===== src/rtl/b64e_pkg.sv =====
// shared types, constants and the sextet to ascii mapping of the base64 encoder
package b64e_pkg;

  localparam int unsigned QUEUE_DEPTH = 2;
  localparam int unsigned CHAR_W      = 7;
  localparam int unsigned GROUP_W     = 24;

  localparam logic [CHAR_W-1:0] PAD_CHAR = 7'd61;

  localparam logic [1:0] NB_ONE   = 2'd1;
  localparam logic [1:0] NB_TWO   = 2'd2;
  localparam logic [1:0] NB_THREE = 2'd3;

  localparam logic [1:0] POS_FIRST  = 2'd0;
  localparam logic [1:0] POS_SECOND = 2'd1;
  localparam logic [1:0] POS_THIRD  = 2'd2;
  localparam logic [1:0] POS_FOURTH = 2'd3;

  // one group of up to three bytes, zero filled, ready for encoding
  typedef struct packed {
    logic [GROUP_W-1:0] group;
    logic [1:0]         nbytes;
    logic               last;
  } group_t;

  function automatic logic [CHAR_W-1:0] sextet_char(input logic [5:0] s);
    logic [CHAR_W-1:0] c;
    c = 7'd47;
    if (s < 6'd26) begin
      c = 7'd65 + {1'b0, s};
    end else if (s < 6'd52) begin
      c = 7'd71 + {1'b0, s};
    end else if (s < 6'd62) begin
      c = {1'b0, s} - 7'd4;
    end else if (s == 6'd62) begin
      c = 7'd43;
    end
    return c;
  endfunction

endpackage


===== src/rtl/base64_stream_encoder_unit.sv =====
// top level of the streaming base64 encoder
//
//   channel   direction  handshake             payload
//   in_       input      in_valid / in_ready   in_byte[7:0], in_last
//   out_      output     out_valid / out_ready out_char[6:0], out_last
//
// each closed group of bytes gives four characters from the output register, one per cycle unless out_ready stalls
// sustained byte rate is set by the one-character-per-cycle back end
// a byte that does not close a group is taken while the queue has room
// the closing byte is written into the queue, and its first character then loads the output register
// rst_n is synchronous; it clears held bytes, the queue, the output valid flag and the group position
// out_ready low stalls the back end; the front keeps taking bytes until the queue fills
module base64_stream_encoder_unit #(
  parameter int unsigned QUEUE_DEPTH = b64e_pkg::QUEUE_DEPTH
) (
  input  logic                          clk,
  input  logic                          rst_n,
  input  logic                          in_valid,
  output logic                          in_ready,
  input  logic [7:0]                    in_byte,
  input  logic                          in_last,
  output logic                          out_valid,
  input  logic                          out_ready,
  output logic [b64e_pkg::CHAR_W-1:0]   out_char,
  output logic                          out_last
);

  logic             push_valid, push_ready;
  b64e_pkg::group_t push_data;
  logic             pop_valid, pop_ready;
  b64e_pkg::group_t pop_data;

  b64e_front u_front (
    .clk        (clk),
    .rst_n      (rst_n),
    .in_valid   (in_valid),
    .in_ready   (in_ready),
    .in_byte    (in_byte),
    .in_last    (in_last),
    .push_valid (push_valid),
    .push_ready (push_ready),
    .push_data  (push_data)
  );

  b64e_queue #(
    .DEPTH (QUEUE_DEPTH)
  ) u_queue (
    .clk        (clk),
    .rst_n      (rst_n),
    .push_valid (push_valid),
    .push_ready (push_ready),
    .push_data  (push_data),
    .pop_valid  (pop_valid),
    .pop_ready  (pop_ready),
    .pop_data   (pop_data)
  );

  b64e_back u_back (
    .clk       (clk),
    .rst_n     (rst_n),
    .pop_valid (pop_valid),
    .pop_ready (pop_ready),
    .pop_data  (pop_data),
    .out_valid (out_valid),
    .out_ready (out_ready),
    .out_char  (out_char),
    .out_last  (out_last)
  );

endmodule


===== src/rtl/b64e_front.sv =====
// front end: gathers bytes into groups of three and closes short final groups
module b64e_front (
  input  logic                   clk,
  input  logic                   rst_n,
  input  logic                   in_valid,
  output logic                   in_ready,
  input  logic [7:0]             in_byte,
  input  logic                   in_last,
  output logic                   push_valid,
  input  logic                   push_ready,
  output b64e_pkg::group_t       push_data
);

  logic [15:0] pend_r, pend_nxt;
  logic [1:0]  cnt_r, cnt_nxt;
  logic        fire;
  logic        close_group;

  assign close_group = (cnt_r == b64e_pkg::NB_TWO) || in_last;
  assign push_valid  = in_valid && close_group;
  assign in_ready    = push_ready;
  assign fire        = in_valid && in_ready;

  always_comb begin
    push_data.last = in_last;
    unique case (cnt_r)
      2'd2: begin
        push_data.group  = {pend_r, in_byte};
        push_data.nbytes = b64e_pkg::NB_THREE;
      end
      2'd1: begin
        push_data.group  = {pend_r[7:0], in_byte, 8'h00};
        push_data.nbytes = b64e_pkg::NB_TWO;
      end
      default: begin
        push_data.group  = {in_byte, 16'h0000};
        push_data.nbytes = b64e_pkg::NB_ONE;
      end
    endcase
  end

  always_comb begin
    pend_nxt = pend_r;
    cnt_nxt  = cnt_r;
    if (fire) begin
      if (close_group) begin
        pend_nxt = 16'h0000;
        cnt_nxt  = 2'd0;
      end else begin
        pend_nxt = {pend_r[7:0], in_byte};
        cnt_nxt  = cnt_r + 2'd1;
      end
    end
  end

  always_ff @(posedge clk) begin
    if (!rst_n) begin
      pend_r <= 16'h0000;
      cnt_r  <= 2'd0;
    end else begin
      pend_r <= pend_nxt;
      cnt_r  <= cnt_nxt;
    end
  end

`ifndef SYNTHESIS
  a_cnt_range: assert property (@(posedge clk) disable iff (!rst_n)
    cnt_r != 2'd3) else $error("held byte count out of range");
  a_last_clears: assert property (@(posedge clk) disable iff (!rst_n)
    (fire && in_last) |=> (cnt_r == 2'd0)) else $error("state not cleared after last");
  a_push_on_third: assert property (@(posedge clk) disable iff (!rst_n)
    (fire && cnt_r == b64e_pkg::NB_TWO) |-> (push_data.nbytes == b64e_pkg::NB_THREE))
    else $error("full group not pushed");
`endif

endmodule


===== src/rtl/b64e_queue.sv =====
// short register queue of byte groups between front and back end
module b64e_queue #(
  parameter int unsigned DEPTH = b64e_pkg::QUEUE_DEPTH
) (
  input  logic             clk,
  input  logic             rst_n,
  input  logic             push_valid,
  output logic             push_ready,
  input  b64e_pkg::group_t push_data,
  output logic             pop_valid,
  input  logic             pop_ready,
  output b64e_pkg::group_t pop_data
);

  localparam int unsigned PTR_W = (DEPTH > 1) ? $clog2(DEPTH) : 1;
  localparam int unsigned CNT_W = $clog2(DEPTH + 1);

  b64e_pkg::group_t   mem_r [DEPTH];
  logic [PTR_W-1:0]   wr_ptr_r, wr_ptr_nxt;
  logic [PTR_W-1:0]   rd_ptr_r, rd_ptr_nxt;
  logic [CNT_W-1:0]   cnt_r, cnt_nxt;
  logic               push, pop;

  assign push_ready = (cnt_r != CNT_W'(DEPTH));
  assign pop_valid  = (cnt_r != '0);
  assign push       = push_valid && push_ready;
  assign pop        = pop_valid && pop_ready;
  assign pop_data   = mem_r[rd_ptr_r];

  always_comb begin
    wr_ptr_nxt = wr_ptr_r;
    rd_ptr_nxt = rd_ptr_r;
    cnt_nxt    = cnt_r;
    if (push) begin
      wr_ptr_nxt = (wr_ptr_r == PTR_W'(DEPTH - 1)) ? '0 : wr_ptr_r + 1'b1;
    end
    if (pop) begin
      rd_ptr_nxt = (rd_ptr_r == PTR_W'(DEPTH - 1)) ? '0 : rd_ptr_r + 1'b1;
    end
    if (push && !pop) begin
      cnt_nxt = cnt_r + 1'b1;
    end else if (pop && !push) begin
      cnt_nxt = cnt_r - 1'b1;
    end
  end

  always_ff @(posedge clk) begin
    if (push) begin
      mem_r[wr_ptr_r] <= push_data;
    end
  end

  always_ff @(posedge clk) begin
    if (!rst_n) begin
      wr_ptr_r <= '0;
      rd_ptr_r <= '0;
      cnt_r    <= '0;
    end else begin
      wr_ptr_r <= wr_ptr_nxt;
      rd_ptr_r <= rd_ptr_nxt;
      cnt_r    <= cnt_nxt;
    end
  end

`ifndef SYNTHESIS
  a_cnt_bound: assert property (@(posedge clk) disable iff (!rst_n)
    cnt_r <= CNT_W'(DEPTH)) else $error("queue overfilled");
  a_cnt_up: assert property (@(posedge clk) disable iff (!rst_n)
    (push && !pop) |=> (cnt_r == $past(cnt_r) + 1'b1)) else $error("queue count lost a push");
  a_ptrs_match: assert property (@(posedge clk) disable iff (!rst_n)
    (cnt_r == '0) |-> (wr_ptr_r == rd_ptr_r)) else $error("queue pointers diverged");
`endif

endmodule


===== src/rtl/b64e_back.sv =====
// back end: four characters per queued group, one per cycle unless stalled
module b64e_back (
  input  logic                            clk,
  input  logic                            rst_n,
  input  logic                            pop_valid,
  output logic                            pop_ready,
  input  b64e_pkg::group_t                pop_data,
  output logic                            out_valid,
  input  logic                            out_ready,
  output logic [b64e_pkg::CHAR_W-1:0]     out_char,
  output logic                            out_last
);

  logic [1:0]                    pos_r, pos_nxt;
  logic                          valid_r, valid_nxt;
  logic [b64e_pkg::CHAR_W-1:0]   char_r, char_nxt;
  logic                          last_r, last_nxt;
  logic                          load;
  logic                          emit;

  assign load      = !valid_r || out_ready;
  assign emit      = load && pop_valid;
  assign pop_ready = load && (pos_r == b64e_pkg::POS_FOURTH);

  assign out_valid = valid_r;
  assign out_char  = char_r;
  assign out_last  = last_r;

  always_comb begin
    unique case (pos_r)
      2'd0: char_nxt = b64e_pkg::sextet_char(pop_data.group[23:18]);
      2'd1: char_nxt = b64e_pkg::sextet_char(pop_data.group[17:12]);
      2'd2: char_nxt = (pop_data.nbytes != b64e_pkg::NB_ONE)
                       ? b64e_pkg::sextet_char(pop_data.group[11:6]) : b64e_pkg::PAD_CHAR;
      default: char_nxt = (pop_data.nbytes == b64e_pkg::NB_THREE)
                          ? b64e_pkg::sextet_char(pop_data.group[5:0]) : b64e_pkg::PAD_CHAR;
    endcase
    last_nxt = pop_data.last && (pos_r == b64e_pkg::POS_FOURTH);
  end

  always_comb begin
    pos_nxt   = pos_r;
    valid_nxt = valid_r;
    if (load) begin
      valid_nxt = pop_valid;
      if (pop_valid) begin
        pos_nxt = pos_r + 2'd1;
      end
    end
  end

  always_ff @(posedge clk) begin
    if (emit) begin
      char_r <= char_nxt;
      last_r <= last_nxt;
    end
  end

  always_ff @(posedge clk) begin
    if (!rst_n) begin
      pos_r   <= b64e_pkg::POS_FIRST;
      valid_r <= 1'b0;
    end else begin
      pos_r   <= pos_nxt;
      valid_r <= valid_nxt;
    end
  end

`ifndef SYNTHESIS
  a_no_early_pad: assert property (@(posedge clk) disable iff (!rst_n)
    (emit && (pos_r == b64e_pkg::POS_FIRST || pos_r == b64e_pkg::POS_SECOND))
    |=> (char_r != b64e_pkg::PAD_CHAR)) else $error("padding in leading position");
  a_last_on_fourth: assert property (@(posedge clk) disable iff (!rst_n)
    (emit && pos_r != b64e_pkg::POS_FOURTH) |=> !last_r) else $error("last flag too early");
  a_group_done: assert property (@(posedge clk) disable iff (!rst_n)
    (emit && pos_r == b64e_pkg::POS_FOURTH) |=> (pos_r == b64e_pkg::POS_FIRST))
    else $error("group position did not wrap");
`endif

endmodule


===== config.mk =====
export PLATFORM = sky130hd
export DESIGN_NAME = base64_stream_encoder_unit
export DESIGN_NICKNAME = d
export VERILOG_FILES = /design/src/rtl/b64e_pkg.sv /design/src/rtl/base64_stream_encoder_unit.sv /design/src/rtl/b64e_front.sv /design/src/rtl/b64e_queue.sv /design/src/rtl/b64e_back.sv
export SDC_FILE = /design/constraint.sdc
export NUM_CORES = 1
export LEC_CHECK = 0
export ABC_AREA = 1
export BUFFER_PORTS_ARGS = -buffer_cell sky130_fd_sc_hd__buf_4
export CAP_MARGIN = 20
export CORE_MARGIN = 4
export CORE_UTILIZATION = 40
export DETAILED_ROUTE_END_ITERATION = 7
export GPL_TIMING_DRIVEN = 0
export MAX_ROUTING_LAYER = met4
export PLACE_DENSITY_LB_ADDON = 0.1
export SLEW_MARGIN = 10
export SYNTH_ARGS = -nofsm -noshare
export SYNTH_HDL_FRONTEND = slang
export SYNTH_SLANG_ARGS = --single-unit

===== constraint.sdc =====
create_clock -name clk -period 2.7 [get_ports clk]
set_input_delay 0.135 -clock clk [delete_from_list [all_inputs] [get_ports clk]]
set_output_delay 0.135 -clock clk [all_outputs]
set_load 0.02 [all_outputs]

==> impl_metrics.py <==
metrics = {
    "grt": {
        "overflow": 0,
        "grt_pass1_wl_um": 23300,
        "grt_antenna_before_repair": 0,
        "grt.total_usage": 0.1871,
        "grt_pass1_vias": 4665,
        "grt_max_degree": 29,
    },
    "synth": {
        "ys_types": 36,
        "synth_area_leader_cell": "edfxtp_1",
        "ys_ff_latch": 88,
        "synthesis.nets": 771,
        "synthTopCellsByArea": "edfxtp_1 (33%), nand2_1 (14%), dfxtp_1 (9.2%)",
        "synthDominantCellAreaShare": 0.3280,
        "seq_area_frac_synth": 0.4198,
        "ys.warnings.count": 0,
        "synthCells": 726,
        "syn_area_um2": 5675,
        "avgSynthCellArea_um2": 7.817,
    },
    "finish": {
        "fillers": 1382,
        "final_cell_mix": "nand2_1 (207), inv_1 (80), a21oi_1 (66), edfxtp_1 (62), nand3_1 (58)",
        "drive_gt1_frac": 0.1514,
        "syn2layout_area_growth_pct": 13.34,
        "utilization": 0.4634,
        "final_common_cell": "nand2_1",
        "final_cell_area_um2": 6432,
        "fin_nets": 806,
        "diodes": 0,
        "final_cells": 946,
    },
    "power": {
        "peakVddDrop_v": 0.0004658,
        "power_leakage_nw": 2.782,
        "p_per_area_nw_per_um2": 616.7,
    },
    "floorplan": {
        "design.core.area_um2": 13880,
        "initial_utilization": 0.4089,
        "io_pins": 23,
        "die_y_um": 127.1,
        "dieArea_um2": 16160,
        "rows": 43,
        "die-width_um": 127.1,
    },
    "worst_setup_path": {
        "critical_path_arrival_ps": 2550,
        "path_class": "register to register",
        "cp_max_fo": 10,
        "worstSetupEndpointType": "register",
        "r2r_slack_ps": 250,
        "crit_required_ps": 2800,
        "cp-start-kind": "register",
    },
    "placed_design": {
        "place_congestion": 0.9129,
        "io_buffers": 22,
        "placed_cell_area_um2": 6088,
        "dp_hpwl_um": 10840,
        "dp.cells": 929,
    },
    "detailed_routing": {
        "dr.pass1.iters": 5,
        "num_vias": 4779,
        "ant_nets": 0,
        "wl_per_cell_um": 14.79,
        "wirelength_um": 13990,
        "route.detailed.drc": 0,
        "vias_per_cell": 5.052,
        "drt_iter0_markers": 241,
    },
    "timing": {
        "worstMarginPinSlew_ps": 836.4,
        "slew_viol_final": 0,
        "setup_viol": 0,
        "finalHoldViolCount": 0,
        "fin_crit_sh": 0.9088,
        "relSlewSlack": 0.4411,
        "min_period_ps": 2454,
        "fin_worst_skew_ps": 6.817,
        "rsz0062_at_grt": "no",
        "finalSetupTns_ps": 0,
        "max_freq_mhz": 407.5,
    },
    "run_status": {
        "outcome": "finished, final reports clean",
    },
    "job": {
        "drv_cap": 0,
    },
    "cts": {
        "clockRootBuffer": "clkbuf_16",
        "clock-sinks": 88,
        "clk-insertion-delay-late_ps": 340,
        "clockBufferDepth": 2,
        "clkSlewWorstSetupHoldPaths_ps": 60,
        "cts_made_buffers": 9,
        "htreeDepth": 3,
        "cts_tree": "built",
    },
    "min_path": {
        "hold_class": "primary input to register",
    },
}
[worst max-delay path: stages (launching register included)]
cell,delay (ps)
dfxtp_1,320
buf_6,170
inv_8,70
buf_6,150
or2_1,220
o21ai_2,130
inv_1,130
ha_1,250
inv_1,90
nand2_1,90
a21oi_4,190
inv_1,130
a21oi_1,180
nor2_1,70
[final cells by class]
type | count | area (um^2) | area share
Tap cell | 180 | 225.2 | 0.03501
Timing Repair Buffer | 24 | 182.7 | 0.02840
Multi-Input combinational cell | 527 | 2848 | 0.4427
Sequential cell | 88 | 2382 | 0.3704
Clock buffer | 10 | 239.0 | 0.03715
Clock inverter | 6 | 65.06 | 0.01011
Inverter | 91 | 349.1 | 0.05427
Buffer | 20 | 141.4 | 0.02198
[cell usage after synthesis]
cell      instances
nand4_1          10
or2_0             2
a31oi_1           1
nand3b_4          1
or2_1             1
o21ai_1           6
inv_1            81
nand2_4           2
mux2i_2           1
nor2_1           50
buf_12            1
o21ai_0          17
a21oi_1          66
dfxtp_1          26
nand2_1         207
a21oi_2           1
o211ai_1          8
nand3_1          58
buf_4             1
clkbuf_1         13
nor3_2            1
buf_8             1
o21ai_2          11
a211oi_1          2
inv_2             9
inv_8             1
xor2_1            6
nor2_2            6
buf_6             4
a211o_1           1
nor2_4            4
xnor2_1           6
nand3_2           2
nand2_2          25
edfxtp_1         62
ha_1             32
[where the power goes]
group | total [W] | internal [W] | switching (W)
Combinational | 0.00107 | 0.000350 | 0.000721
Clock | 0.00127 | 0.000746 | 0.000520
Sequential | 0.00163 | 0.00159 | 0.0000432
Total | 0.00397 | 0.00268 | 0.00128
[state kept, by name, indices dropped and copies added, names as in the netlist, named ones only]
| name | flops |
|---|---|
| u_queue.cnt_r | 2 |
| u_queue.mem_r | 54 |
| u_front.cnt_r | 2 |
| u_back.out_last | 1 |
| u_back.out_char | 7 |
| u_front.pend_r | 16 |
| u_queue.rd_ptr_r | 1 |
| u_back.pos_r | 2 |
| u_back.out_valid | 1 |
| u_queue.wr_ptr_r | 1 |
[final timing paths]
path                              to  cells after the start                from
hold / removal      u_back.out_valid                      4           out_ready
setup / recovery  u_back.out_char[5]                     13            register
hold reg to reg   u_front.pend_r[13]                      2  u_front.pend_r[13]
setup reg to reg  u_back.out_char[5]                     13            register
[timing repair]
action / CTS / global route
gates resized for setup: 0 / 9
buffers inserted: 0 / 0
hold endpoints to repair: 2 / 0
setup endpoints to repair: 0 / 61
hold buffers: 1 / 0
[cell families (layout without fill, tap and decap cells)]
| logic type | after synthesis | after routing | synth area share |
|---|---|---|---|
| AO/OA/AOI/OAI | 113 | 113 | 0.1129 |
| flip-flops | 88 | 88 | 0.4198 |
| XOR/XNOR | 12 | 12 | 0.01852 |
| adder cells (fa/ha/maj) | 32 | 32 | 0.07055 |
| AND/OR/NAND/NOR | 369 | 369 | 0.2903 |
| buffers and inverters | 111 | 151 | 0.08554 |
| multiplexers | 1 | 1 | 0.002424 |
[routing by layer]
metal	share of wire	GRT usage
met5	0	-
met3	0.030	0.03177
met1	0.46	0.2350
met4	0.020	0.06246
met2	0.49	0.3079
[stage by stage]
stage,setup WS (ps),hold WS [ps],power [W]
after floorplan,1.531,233.9,0.002401
after global placement,-999.1,339.9,0.002699
after detailed placement,93.31,341.2,0.002718
after CTS,69.06,81.81,0.003982
after global routing,1.506,90.49,0.004226
final,246.2,89.82,0.003967
Note: power is estimated with default switching activity, not from simulation.
